### config.mk
export PLATFORM = sky130hd
export DESIGN_NAME = crc16_framed_packet_deframer
export DESIGN_NICKNAME = d
export VERILOG_FILES = /design/src/hw/rtl/crcdfr_pkg.sv /design/src/hw/rtl/crc16_framed_packet_deframer.sv /design/src/hw/rtl/crcdfr_ram.sv /design/src/hw/rtl/crcdfr_rx.sv /design/src/hw/rtl/crcdfr_emit.sv
export SDC_FILE = /design/constraint.sdc
export NUM_CORES = 1
export LEC_CHECK = 0
export ABC_AREA = 1
export BUFFER_PORTS_ARGS = -buffer_cell sky130_fd_sc_hd__buf_2
export CAP_MARGIN = 20
export CORE_ASPECT_RATIO = 0.5
export CORE_UTILIZATION = 60
export DETAILED_ROUTE_END_ITERATION = 8
export PLACE_DENSITY = 0.78
export SYNTH_ARGS = -nofsm -noshare
export SYNTH_HDL_FRONTEND = slang
export SYNTH_HIERARCHICAL = 1
export SYNTH_SLANG_ARGS = --single-unit
### constraint.sdc
create_clock -name clk -period 4.5 [get_ports clk]
set_input_delay 0.225 -clock clk [delete_from_list [all_inputs] [get_ports clk]]
set_output_delay 0.225 -clock clk [all_outputs]
set_load 0.05 [all_outputs]
### src/hw/rtl/crcdfr_pkg.sv
// Shared types, register indexes and the CRC16/MODBUS byte update for the deframer.
// No dependencies; every other file of the deframer but the RAM imports this package.
package crcdfr_pkg;

  localparam logic [7:0] REG_HEADER_FIRST  = 8'd0;
  localparam logic [7:0] REG_HEADER_SECOND = 8'd1;

  localparam logic [7:0]  HEADER_FIRST_RESET  = 8'hAA;
  localparam logic [7:0]  HEADER_SECOND_RESET = 8'h55;
  localparam logic [15:0] CRC_INIT            = 16'hFFFF;
  localparam logic [15:0] CRC_POLY            = 16'hA001;

  // Handover from the receiver to the emitter.
  typedef struct packed {
    logic       start;
    logic [7:0] length;
    logic [7:0] command;
    logic [7:0] sequence_no;
  } frame_ctrl_t;

  // Reflected CRC16 update by one byte, one bit per step.
  function automatic logic [15:0] crc16_feed(input logic [15:0] crc_in,
                                             input logic [7:0]  data);
    logic [15:0] c;
    c = crc_in ^ {8'h00, data};
    for (int k = 0; k < 8; k++) begin
      if (c[0]) begin
        c = (c >> 1) ^ CRC_POLY;
      end else begin
        c = c >> 1;
      end
    end
    return c;
  endfunction

endpackage

### src/hw/rtl/crc16_framed_packet_deframer.sv
// CRC16/MODBUS framed packet deframer, top level; depends on crcdfr_pkg and its submodules.
// Throughput: one received byte per cycle while a frame is being parsed.
// After the final CRC byte of a good frame the input stalls while the payload drains;
// each result passes the registered RAM read and then the output register, and output stalls
// hold the drain. The one result of an empty frame skips the RAM read.
// Reset (synchronous, rst high): hunt restarts, headers return to AA and 55 hex.
module crc16_framed_packet_deframer #(
  parameter int MAX_PAYLOAD = 32
) (
  input  logic       clk,
  input  logic       rst,
  input  logic       cfg_valid,
  output logic       cfg_ready,
  input  logic [7:0] cfg_index,
  input  logic [7:0] cfg_data,
  input  logic       in_valid,
  output logic       in_ready,
  input  logic [7:0] rx_byte,
  output logic       out_valid,
  input  logic       out_ready,
  output logic [7:0] command,
  output logic [7:0] sequence_res,
  output logic [5:0] payload_length,
  output logic [4:0] byte_index,
  output logic [7:0] payload_byte,
  output logic       byte_valid,
  output logic       last
);
  import crcdfr_pkg::*;

  localparam int AW    = (MAX_PAYLOAD > 1) ? $clog2(MAX_PAYLOAD) : 1;
  localparam int CNT_W = $clog2(MAX_PAYLOAD + 1);

  // The payload of the frame in flight lives in a small RAM. The receiver
  // writes it while the frame arrives; the emitter reads it back in order once
  // the CRC has matched. Input transactions are held off for the whole of
  // emission, so the write and read sides never touch the same frame at once
  // and no forwarding is needed.
  frame_ctrl_t   ctrl;
  logic          emit_done;
  logic          ram_we;
  logic [AW-1:0] ram_waddr;
  logic [7:0]    ram_wdata;
  logic          ram_re;
  logic [AW-1:0] ram_raddr;
  logic [7:0]    ram_rdata;

  // Configuration writes are always taken; the user must write only while idle, unchecked.
  assign cfg_ready = 1'b1;

  crcdfr_rx #(
    .MAX_PAYLOAD (MAX_PAYLOAD),
    .AW          (AW),
    .CNT_W       (CNT_W)
  ) u_rx (
    .clk       (clk),
    .rst       (rst),
    .cfg_valid (cfg_valid),
    .cfg_index (cfg_index),
    .cfg_data  (cfg_data),
    .in_valid  (in_valid),
    .in_ready  (in_ready),
    .rx_byte   (rx_byte),
    .ram_we    (ram_we),
    .ram_waddr (ram_waddr),
    .ram_wdata (ram_wdata),
    .ctrl      (ctrl),
    .emit_done (emit_done)
  );

  crcdfr_ram #(
    .WIDTH (8),
    .DEPTH (MAX_PAYLOAD),
    .AW    (AW)
  ) u_payload_ram (
    .clk   (clk),
    .we    (ram_we),
    .waddr (ram_waddr),
    .wdata (ram_wdata),
    .re    (ram_re),
    .raddr (ram_raddr),
    .rdata (ram_rdata)
  );

  // The emitter keeps one output register; a finished result may wait there
  // while the next frame is already being received.
  crcdfr_emit #(
    .MAX_PAYLOAD (MAX_PAYLOAD),
    .AW          (AW),
    .CNT_W       (CNT_W)
  ) u_emit (
    .clk            (clk),
    .rst            (rst),
    .ctrl           (ctrl),
    .emit_done      (emit_done),
    .ram_re         (ram_re),
    .ram_raddr      (ram_raddr),
    .ram_rdata      (ram_rdata),
    .out_valid      (out_valid),
    .out_ready      (out_ready),
    .command        (command),
    .sequence_res   (sequence_res),
    .payload_length (payload_length),
    .byte_index     (byte_index),
    .payload_byte   (payload_byte),
    .byte_valid     (byte_valid),
    .last           (last)
  );

  // Payload reads only happen while input transactions are held off.
  a_read_blocks_input : assert property (@(posedge clk) disable iff (rst)
    ram_re |-> !in_ready)
    else $error("payload RAM read while input transactions are open");

  // The RAM is never written and read in the same cycle.
  a_no_write_during_read : assert property (@(posedge clk) disable iff (rst)
    !(ram_we && ram_re))
    else $error("payload RAM written during emission");

  // An empty result is always the last one of its frame.
  a_empty_is_last : assert property (@(posedge clk) disable iff (rst)
    (out_valid && !byte_valid) |-> last)
    else $error("empty result not marked last");

  // A frame start is never signalled while an earlier frame is still draining.
  a_start_only_when_open : assert property (@(posedge clk) disable iff (rst)
    ctrl.start |-> in_ready)
    else $error("frame start without an input transaction");

endmodule

### src/hw/rtl/crcdfr_ram.sv
// Generic simple dual-port RAM: one write port, one read port, registered read.
// No dependencies.
module crcdfr_ram #(
  parameter int WIDTH = 8,
  parameter int DEPTH = 32,
  parameter int AW    = (DEPTH > 1) ? $clog2(DEPTH) : 1
) (
  input  logic             clk,
  input  logic             we,
  input  logic [AW-1:0]    waddr,
  input  logic [WIDTH-1:0] wdata,
  input  logic             re,
  input  logic [AW-1:0]    raddr,
  output logic [WIDTH-1:0] rdata
);

  logic [WIDTH-1:0] mem [DEPTH];

  always_ff @(posedge clk) begin
    if (we) begin
      mem[waddr] <= wdata;
    end
    if (re) begin
      rdata <= mem[raddr];
    end
  end

endmodule

### src/hw/rtl/crcdfr_rx.sv
// Frame receiver: header hunt, header fields, payload write into the RAM and CRC check.
// Depends on crcdfr_pkg; drives the write port of the payload RAM.
module crcdfr_rx #(
  parameter int MAX_PAYLOAD = 32,
  parameter int AW          = (MAX_PAYLOAD > 1) ? $clog2(MAX_PAYLOAD) : 1,
  parameter int CNT_W       = $clog2(MAX_PAYLOAD + 1)
) (
  input  logic                     clk,
  input  logic                     rst,
  input  logic                     cfg_valid,
  input  logic [7:0]               cfg_index,
  input  logic [7:0]               cfg_data,
  input  logic                     in_valid,
  output logic                     in_ready,
  input  logic [7:0]               rx_byte,
  output logic                     ram_we,
  output logic [AW-1:0]            ram_waddr,
  output logic [7:0]               ram_wdata,
  output crcdfr_pkg::frame_ctrl_t  ctrl,
  input  logic                     emit_done
);
  import crcdfr_pkg::*;

  typedef enum logic [8:0] {
    S_HUNT1   = 9'b000000001,
    S_HUNT2   = 9'b000000010,
    S_LEN     = 9'b000000100,
    S_CMD     = 9'b000001000,
    S_SEQ     = 9'b000010000,
    S_PAYLOAD = 9'b000100000,
    S_CRCLO   = 9'b001000000,
    S_CRCHI   = 9'b010000000,
    S_EMIT    = 9'b100000000
  } state_t;

  state_t           state;
  logic [7:0]       header_first;
  logic [7:0]       header_second;
  logic [7:0]       frame_length;
  logic [7:0]       frame_command;
  logic [7:0]       frame_sequence;
  logic [15:0]      running_crc;
  logic [7:0]       crc_low;
  logic [CNT_W-1:0] wr_cnt;
  logic             accept;
  logic [15:0]      crc_next;
  logic             crc_good;

  assign in_ready = (state != S_EMIT);
  assign accept   = in_valid && in_ready;
  assign crc_next = crc16_feed(running_crc, rx_byte);
  assign crc_good = ({rx_byte, crc_low} == running_crc);

  assign ram_we    = accept && (state == S_PAYLOAD);
  assign ram_waddr = wr_cnt[AW-1:0];
  assign ram_wdata = rx_byte;

  assign ctrl.start       = accept && (state == S_CRCHI) && crc_good;
  assign ctrl.length      = frame_length;
  assign ctrl.command     = frame_command;
  assign ctrl.sequence_no = frame_sequence;

  always_ff @(posedge clk) begin
    if (rst) begin
      state          <= S_HUNT1;
      header_first   <= HEADER_FIRST_RESET;
      header_second  <= HEADER_SECOND_RESET;
      running_crc    <= CRC_INIT;
      wr_cnt         <= '0;
      frame_length   <= '0;
      frame_command  <= '0;
      frame_sequence <= '0;
      crc_low        <= '0;
    end else begin
      if (cfg_valid) begin
        if (cfg_index == REG_HEADER_FIRST) begin
          header_first <= cfg_data;
        end else if (cfg_index == REG_HEADER_SECOND) begin
          header_second <= cfg_data;
        end
      end
      if (accept) begin
        case (state)
          S_HUNT1: begin
            if (rx_byte == header_first) begin
              state <= S_HUNT2;
            end
          end
          S_HUNT2: begin
            // The second header is tested first, so equal sync bytes still match.
            if (rx_byte == header_second) begin
              state       <= S_LEN;
              running_crc <= CRC_INIT;
            end else if (rx_byte != header_first) begin
              state <= S_HUNT1;
            end
          end
          S_LEN: begin
            if (rx_byte > 8'(MAX_PAYLOAD)) begin
              state <= S_HUNT1;
            end else begin
              frame_length <= rx_byte;
              running_crc  <= crc_next;
              state        <= S_CMD;
            end
          end
          S_CMD: begin
            frame_command <= rx_byte;
            running_crc   <= crc_next;
            state         <= S_SEQ;
          end
          S_SEQ: begin
            frame_sequence <= rx_byte;
            running_crc    <= crc_next;
            wr_cnt         <= '0;
            state          <= (frame_length == 8'd0) ? S_CRCLO : S_PAYLOAD;
          end
          S_PAYLOAD: begin
            running_crc <= crc_next;
            wr_cnt      <= wr_cnt + 1'b1;
            if (8'(wr_cnt) + 8'd1 == frame_length) begin
              state <= S_CRCLO;
            end
          end
          S_CRCLO: begin
            crc_low <= rx_byte;
            state   <= S_CRCHI;
          end
          S_CRCHI: begin
            state <= crc_good ? S_EMIT : S_HUNT1;
          end
          default: begin
            state <= S_HUNT1;
          end
        endcase
      end else if ((state == S_EMIT) && emit_done) begin
        state <= S_HUNT1;
      end
    end
  end

endmodule

### src/hw/rtl/crcdfr_emit.sv
// Result emitter: reads the payload RAM in order and feeds the output register.
// Depends on crcdfr_pkg; drives the read port of the payload RAM.
module crcdfr_emit #(
  parameter int MAX_PAYLOAD = 32,
  parameter int AW          = (MAX_PAYLOAD > 1) ? $clog2(MAX_PAYLOAD) : 1,
  parameter int CNT_W       = $clog2(MAX_PAYLOAD + 1)
) (
  input  logic                     clk,
  input  logic                     rst,
  input  crcdfr_pkg::frame_ctrl_t  ctrl,
  output logic                     emit_done,
  output logic                     ram_re,
  output logic [AW-1:0]            ram_raddr,
  input  logic [7:0]               ram_rdata,
  output logic                     out_valid,
  input  logic                     out_ready,
  output logic [7:0]               command,
  output logic [7:0]               sequence_res,
  output logic [5:0]               payload_length,
  output logic [4:0]               byte_index,
  output logic [7:0]               payload_byte,
  output logic                     byte_valid,
  output logic                     last
);
  import crcdfr_pkg::*;

  logic             active;
  logic             rd_pend;
  logic [CNT_W-1:0] rd_cnt;
  logic [CNT_W-1:0] pend_idx;
  logic             out_free;
  logic             empty_frame;
  logic             load;
  logic             load_empty;
  logic             pend_last;

  assign out_free    = !out_valid || out_ready;
  assign empty_frame = (ctrl.length == 8'd0);
  // The RAM output register holds its word until the next read, so a read is
  // issued only once the word in hand moves on.
  assign load        = active && rd_pend && out_free;
  assign load_empty  = active && empty_frame && out_free;
  assign pend_last   = (8'(pend_idx) + 8'd1 == ctrl.length);
  assign ram_re      = active && (8'(rd_cnt) != ctrl.length) && (!rd_pend || load);
  assign ram_raddr   = rd_cnt[AW-1:0];
  assign emit_done   = load_empty || (load && pend_last);

  always_ff @(posedge clk) begin
    if (rst) begin
      active    <= 1'b0;
      rd_pend   <= 1'b0;
      rd_cnt    <= '0;
      pend_idx  <= '0;
      out_valid <= 1'b0;
    end else begin
      if (ctrl.start) begin
        active  <= 1'b1;
        rd_cnt  <= '0;
        rd_pend <= 1'b0;
      end else begin
        if (emit_done) begin
          active <= 1'b0;
        end
        if (ram_re) begin
          rd_cnt   <= rd_cnt + 1'b1;
          pend_idx <= rd_cnt;
          rd_pend  <= 1'b1;
        end else if (load) begin
          rd_pend <= 1'b0;
        end
      end
      if (load || load_empty) begin
        out_valid <= 1'b1;
      end else if (out_ready) begin
        out_valid <= 1'b0;
      end
    end
  end

  always_ff @(posedge clk) begin
    if (load) begin
      command        <= ctrl.command;
      sequence_res   <= ctrl.sequence_no;
      payload_length <= ctrl.length[5:0];
      byte_index     <= 5'(pend_idx);
      payload_byte   <= ram_rdata;
      byte_valid     <= 1'b1;
      last           <= pend_last;
    end else if (load_empty) begin
      command        <= ctrl.command;
      sequence_res   <= ctrl.sequence_no;
      payload_length <= 6'd0;
      byte_index     <= 5'd0;
      payload_byte   <= 8'd0;
      byte_valid     <= 1'b0;
      last           <= 1'b1;
    end
  end

endmodule

# After elaboration in Yosys (flattened, before gate mapping)

Memories as Yosys holds them, arrays and structs flattened. A register that Yosys moved wholly into a read port is not among the register bits.
Cells that the tools add are included.
Widths: inputs -> output; s select.

Input port bits: 29
RAM bits: 256
Memories kept: 1
Bits in read-only memories: 0
Bits in latches: 0
Register bits after elaboration: 131

Equality and inequality tests: 23
Shift-type cells: 0
Divide/modulo/power cells: 0
Mux-type cells: 42
Multiply operators: 0
Reduce and logical (&&, ||, !) cells: 39
Add/subtract/negate cells: 4
Magnitude comparators: 1
Bitwise logic cells: 12

Memory list:

| memory            | words | width | read ports | clocked after memory_dff | wr ports | RTL line         | source |
|---|---|---|---|---|---|---|---|
| u_payload_ram.mem | 32    | 8     | 1          | 1                        | 1        | crcdfr_ram.sv:17 | `logic [WIDTH-1:0] mem [DEPTH];` |

Operator list:

| kind                | number |
|---|---|
| $mux 16             | 10 |
| $pmux 9 s8          | 1 |
| $mux 9              | 7 |
| $mux 8              | 6 |
| $pmux 16 s3         | 1 |
| $eq 8x8->1          | 4 |
| $not 2->3           | 8 |
| $eq 16x16->1        | 1 |
| $logic_not 8->1     | 2 |
| $xor 16x8->16       | 1 |
| $add 6x1->7 const B | 2 |
| $add 6x1->6 const B | 2 |
| $logic_and 1x1->1   | 12 |
| $mux 6              | 2 |
| $pmux 6 s2          | 1 |
| $reduce_and 2->1    | 6 |
| $reduce_bool 2->1   | 6 |
| $mux 1              | 10 |
| $mux 5              | 2 |
| $eq 9x1->1 const B  | 1 |
| $eq 9x2->1 const B  | 1 |
| $eq 9x3->1 const B  | 1 |
| $eq 9x4->1 const B  | 1 |
| $eq 9x5->1 const B  | 1 |
| other kinds (23)    | 32 |

# Logic depth before layout (Yosys ltp)

Depth in word-level cells: 19
Depth in mapped cells: 16

# By module

Netlist, hierarchy kept.

Modules (own cells, without submodules):

| module                       | area each (sq um) | cells each | seq. area each (sq um) | instances |
|---|---|---|---|---|
| crcdfr_ram                   | 10866.7           | 922        | 7927.6                 | 1 |
| crcdfr_rx                    | 4360.4            | 638        | 1581.5                 | 1 |
| crcdfr_emit                  | 2454.9            | 287        | 1401.3                 | 1 |
| crc16_framed_packet_deframer | 11.3              | 2          | 0.0                    | 1 |

# Worst setup path before layout

OpenSTA, ideal clock, no wires.

Kind: register -> register
From: reg u_emit.out_valid
To: reg u_emit.byte_index[0] (enable)
Library setup time: 0.504 ns
Arrival: 1.931 ns
Path buffers: 1
Stages on the path, launching flop included: 5
Data required time: 3.996 ns
Setup slack: 2.065 ns
Path through: dfxtp_1 nand2_1 nand2_2 clkbuf_1 nand2_1

Longest elaborated chain between the ends: 4
Elaborated cells on any way between the ends: 5
Those cells by class: reduce/logical (5)

RTL lines:

| item                                 | RTL line                             | source |
|---|---|---|
| from (decl)                          | crcdfr_emit.sv:15                    | `output logic out_valid,` |
| from (signal assigned)               | crcdfr_emit.sv:54                    | `out_valid <= 1'b0;` |
| from (signal assigned)               | crcdfr_emit.sv:73                    | `out_valid <= 1'b1;` |
| from (signal assigned)               | crcdfr_emit.sv:75                    | `out_valid <= 1'b0;` |
| $logic_not 1->1 (*)                  | crcdfr_emit.sv:37                    | `assign out_free = !out_valid \|\| out_ready;` |
| $logic_or 1x1->1 (*)                 | crcdfr_emit.sv:37                    |  |
| $logic_and 1x1->1 (on tied branches) | crcdfr_emit.sv:42, crcdfr_emit.sv:41 |  |
| $reduce_bool 2->1 (no line) (*)      | --                                   |  |
| to (signal assigned)                 | crcdfr_emit.sv:85                    | `byte_index <= 5'(pend_idx);` |
| to (decl)                            | crcdfr_emit.sv:20                    | `output logic [4:0] byte_index,` |

Every way passes the cells marked *; elsewhere a longest branch is shown, timed or not.
A chain may end at the register's enable or synchronous reset.

# Worst setup path after layout

From: reg u_rx.state[0]
To: mem u_payload_ram.mem[11][7] (enable)

Longest elaborated chain between the ends: 5
Elaborated cells on any way between the ends: 6
Those cells by class: eq/ne (2); mux (2); reduce/logical (2)

RTL lines:

| item                             | RTL line                           | source |
|---|---|---|
| from (decl)                      | crcdfr_rx.sv:36                    | `state_t state;` |
| from (signal assigned)           | crcdfr_rx.sv:116                   | `state <= (frame_length == 8'd0) ? S_CRCLO : S_PAYLOAD;` |
| from (signal assigned)           | crcdfr_rx.sv:130                   | `state <= crc_good ? S_EMIT : S_HUNT1;` |
| $ne 9x9->1                       | crcdfr_rx.sv:49                    | `assign in_ready = (state != S_EMIT);` |
| $logic_and 1x1->1                | crcdfr_rx.sv:50                    | `assign accept = in_valid && in_ready;` |
| $logic_and 1x1->1 (*)            | crcdfr_rx.sv:54                    | `assign ram_we = accept && (state == S_PAYLOAD);` |
| net ram_we                       | crc16_framed_packet_deframer.sv:41 | `logic ram_we;` |
| $mux 1 (*)                       | crcdfr_ram.sv:20                   | `if (we) begin` |
| $mux 1 (not written as such) (*) | crcdfr_ram.sv:21                   | `mem[waddr] <= wdata;` |
| to (decl)                        | crcdfr_ram.sv:17                   |  |

Mark *: on every way through the listed nets, which the timed path passes. The rest lies on a longest branch.

==> impl_metrics.ini <==
[floorplan]
die-width_um = 244.9
initial_core_util = 0.6098
io_pins = 69
die-area_sq_um = 30220
die_h_um = 123.4
core_area_sq_um = 29010
row_count = 44

[logic_synthesis]
synthCells = 1849
synth_cell_types = 43
ys_seq_elements = 395
ys_warn_count = 6
syn_area_sq_um = 17690
async_flop_share = 0
yosys.area.top_type = edfxtp_1
yosysSeqAreaShare = 0.6166
yosys-top-cells-count = nand2_1, edfxtp_1, nand3_1
synth_compound_area_frac = 0.04109
muxShareOfSynthArea = 0
synth_top_family_by_area = simple AND/OR/NAND/NOR gates
synthFlopType = edfxtp_1
synth_edf_count = 300
avgSynthCellArea_sq_um = 9.569
synth_top_area_share = 0.5092
synth_area_leaders = edfxtp_1, nand2_1, dfxtp_1
synth-xor-area-share = 0.01832
yosysMostFrequentCell = nand2_1
synth_adder_area_share = 0.002121
synth_simple_gate_area_frac = 0.2524
syn_nets = 1881

[clock_network]
cts_setup_buffers = 0
cts_tree = done
htreeDepth = 2
clkTransAtPathRegs_ns = 0.07
insertion_delay_ns = 0.53
numCtsBuffers = 36
clk_path_buf_depth = 3
post_cts_resized = 0
cts_sinks = 395
root_buffer = clkbuf_16

[power_and_ir_drop]
p_clk_frac = 0.430
power.share.sequential = 0.538
p_per_area_nw_per_um2 = 380.0
irDropWorstVdd_mv = 0.3225
comb_power_share = 0.032
internal-power_mw = 5.797
leakage_nw = 7.598
p_sw_mw = 1.509
switching_share = 0.2065

[timing]
timing.max_slew.rel_slack = 0.3707
maxSlewViolCount = 0
fmax_ghz = 0.3527
finalHoldViolations = 0
setup_slack_ns = 1.665
fin_tns_setup_ns = 0
finalCritPeriodShare = 0.6301
rsz0062_at_grt = no
fin_skew_ns = 0.01225
setup_viol = 0
worst_pin_slew_ns = 0.9440
min_period_ns = 2.835

[global_route]
grt_usage = 0.2698
antenna_found_initial = 0
grt_pass1_wl_mm = 62.85
grt_max_degree = 73
grt-ovfl-total = 0
grt_pass1_vias = 11980

[finish]
final_net_count = 1911
fill_cells = 2130
drive_gt1_frac = 0.09506
area_delta_synth_final_pct = 8.648
reg_top3 = u_payload_ram/mem (256), u_rx/running_crc (16), u_rx/state (9)
antennaDiodeCount = 0
top_register = u_payload_ram/mem
instances_no_fill = 2295
largest_register_ffs = 256

[setup_path]
regToRegSetupSlack_ns = 1.66
crit_arrival_ns = 2.99
cp_max_fo = 12
reg2reg_to = u_payload_ram/mem[11][7]$_DFFE_PP_
rr_worst_depth = 8
cp-start-kind = flop
cp.required_ns = 4.65
r2r_start = u_rx/state[0]$_SDFFE_PP1P_
worst-setup-path-type = reg2reg
critPathCaptureType = flop

[detailed_routing]
via_per_inst = 5.658
drc = 0
drt-wirelength-per-cell_um = 17.64
ant_nets = 0
dr.pass1.iters = 5
drt_wl_total_mm = 40.49
drtIter0Drc = 1353
vias = 12990

[status]
status = completed

[hold_path]
min_to = u_rx/state[4]$_SDFFE_PP0P_
min_from = rst
holdPathStages = 2
min_path_type = in2reg

[placed_design]
port_buffers = 67
gp_congestion = 0.9106
place_inst = 2224
dp_slack_ns = 1.730
dp_hpwl_mm = 24.76

[job]
cap_violations = 0
timing repair:
action / CTS / global route
hold endpoints to repair: 15 / 0
hold buffers: 8 / 0
endpoints found under the setup margin: 0 / 0
critical path: stages, from the launching register on:
cell     delay [ns]
dfxtp_1        0.43
nor2_1         0.09
nand2_1        0.12
nor3_2         0.07
nor2_4         0.19
nand2_1        0.09
inv_2          0.17
nand3_1        0.48
nor2_1         0.81
per-stage QoR:
| stage | area (sq um) | util | power, mW | hold WS, ns |
|---|---|---|---|---|
| floorplan | 17690 | - | 4.173 | 0.2941 |
| global placement | 17920 | 0.6176 | 4.233 | 0.4031 |
| detailed placement | 17950 | 0.6186 | 4.237 | 0.4098 |
| CTS | 19220 | 0.6626 | 7.327 | 0.09124 |
| global route | 19220 | 0.6626 | 7.493 | 0.09855 |
| finish | 19220 | 0.6626 | 7.306 | 0.1046 |
worst max-delay path by stage:
stage,to,startpoint
3_3_place_gp,u_rx/running_crc[9]$_SDFFE_PP1P_,rx_byte[3]
3_5_place_dp,u_rx/running_crc[9]$_SDFFE_PP1P_,rx_byte[3]
6_report,u_payload_ram/mem[11][7]$_DFFE_PP_,u_rx/state[0]$_SDFFE_PP1P_
2_1_floorplan,u_emit/byte_index[0]$_SDFFCE_PN0P_,u_emit/out_valid$_SDFFE_PP0P_
4_1_cts,u_payload_ram/mem[9][0]$_DFFE_PP_,u_rx/state[0]$_SDFFE_PP1P_
5_1_grt,u_payload_ram/mem[15][6]$_DFFE_PP_,u_rx/state[0]$_SDFFE_PP1P_
power by group through the flow:
stage	clock network (mW)	registers, mW	logic (mW)
floorplan	0	4.01	0.165
global route	3.30	3.93	0.258
detailed placement	0	4.01	0.226
CTS	3.16	3.93	0.232
global placement	0	4.01	0.223
finish	3.14	3.93	0.234
cell families after synthesis:
family                     Yosys count
and+or+nand+nor                   1050
DFF                                395
buffers and inverters              234
AOI/OAI and AO/OA                  129
xor gates and xnor gates            37
adders and majority gates            3
other                                1
cell usage in the layout (no fill, tap or decap), types with 37 or more instances in the layout:
cell type,count
nand3_1,261
inv_1,124
nor2_1,137
nand2_1,596
edfxtp_1,300
clkbuf_16,37
a21oi_1,59
buf_2,67
dfxtp_1,93
o21ai_0,44
layout make-up:
class	instances	area (sq um)	area share
flip-flops and latches	395	10920	0.5678
multi-input cells	1220	5558	0.2891
clock buffers	41	950.9	0.04947
repair buffers	91	555.5	0.02890
inverters	135	508.0	0.02643
well taps	391	489.2	0.02545
clock inverters	22	246.5	0.01282
routing by layer:
metal / track usage / share of wire / vias up / wire length, um
li1: - / - / 6215 / -
met1: 0.3631 / 0.42 / 6143 / 17000
met2: 0.4525 / 0.47 / 545 / 19190
met3: 0.04233 / 0.082 / 82 / 3327
met4: 0.09063 / 0.024 / 0 / 973
met5: 0 / 0 / - / 0
Note: power is estimated with default switching activity, not from simulation.
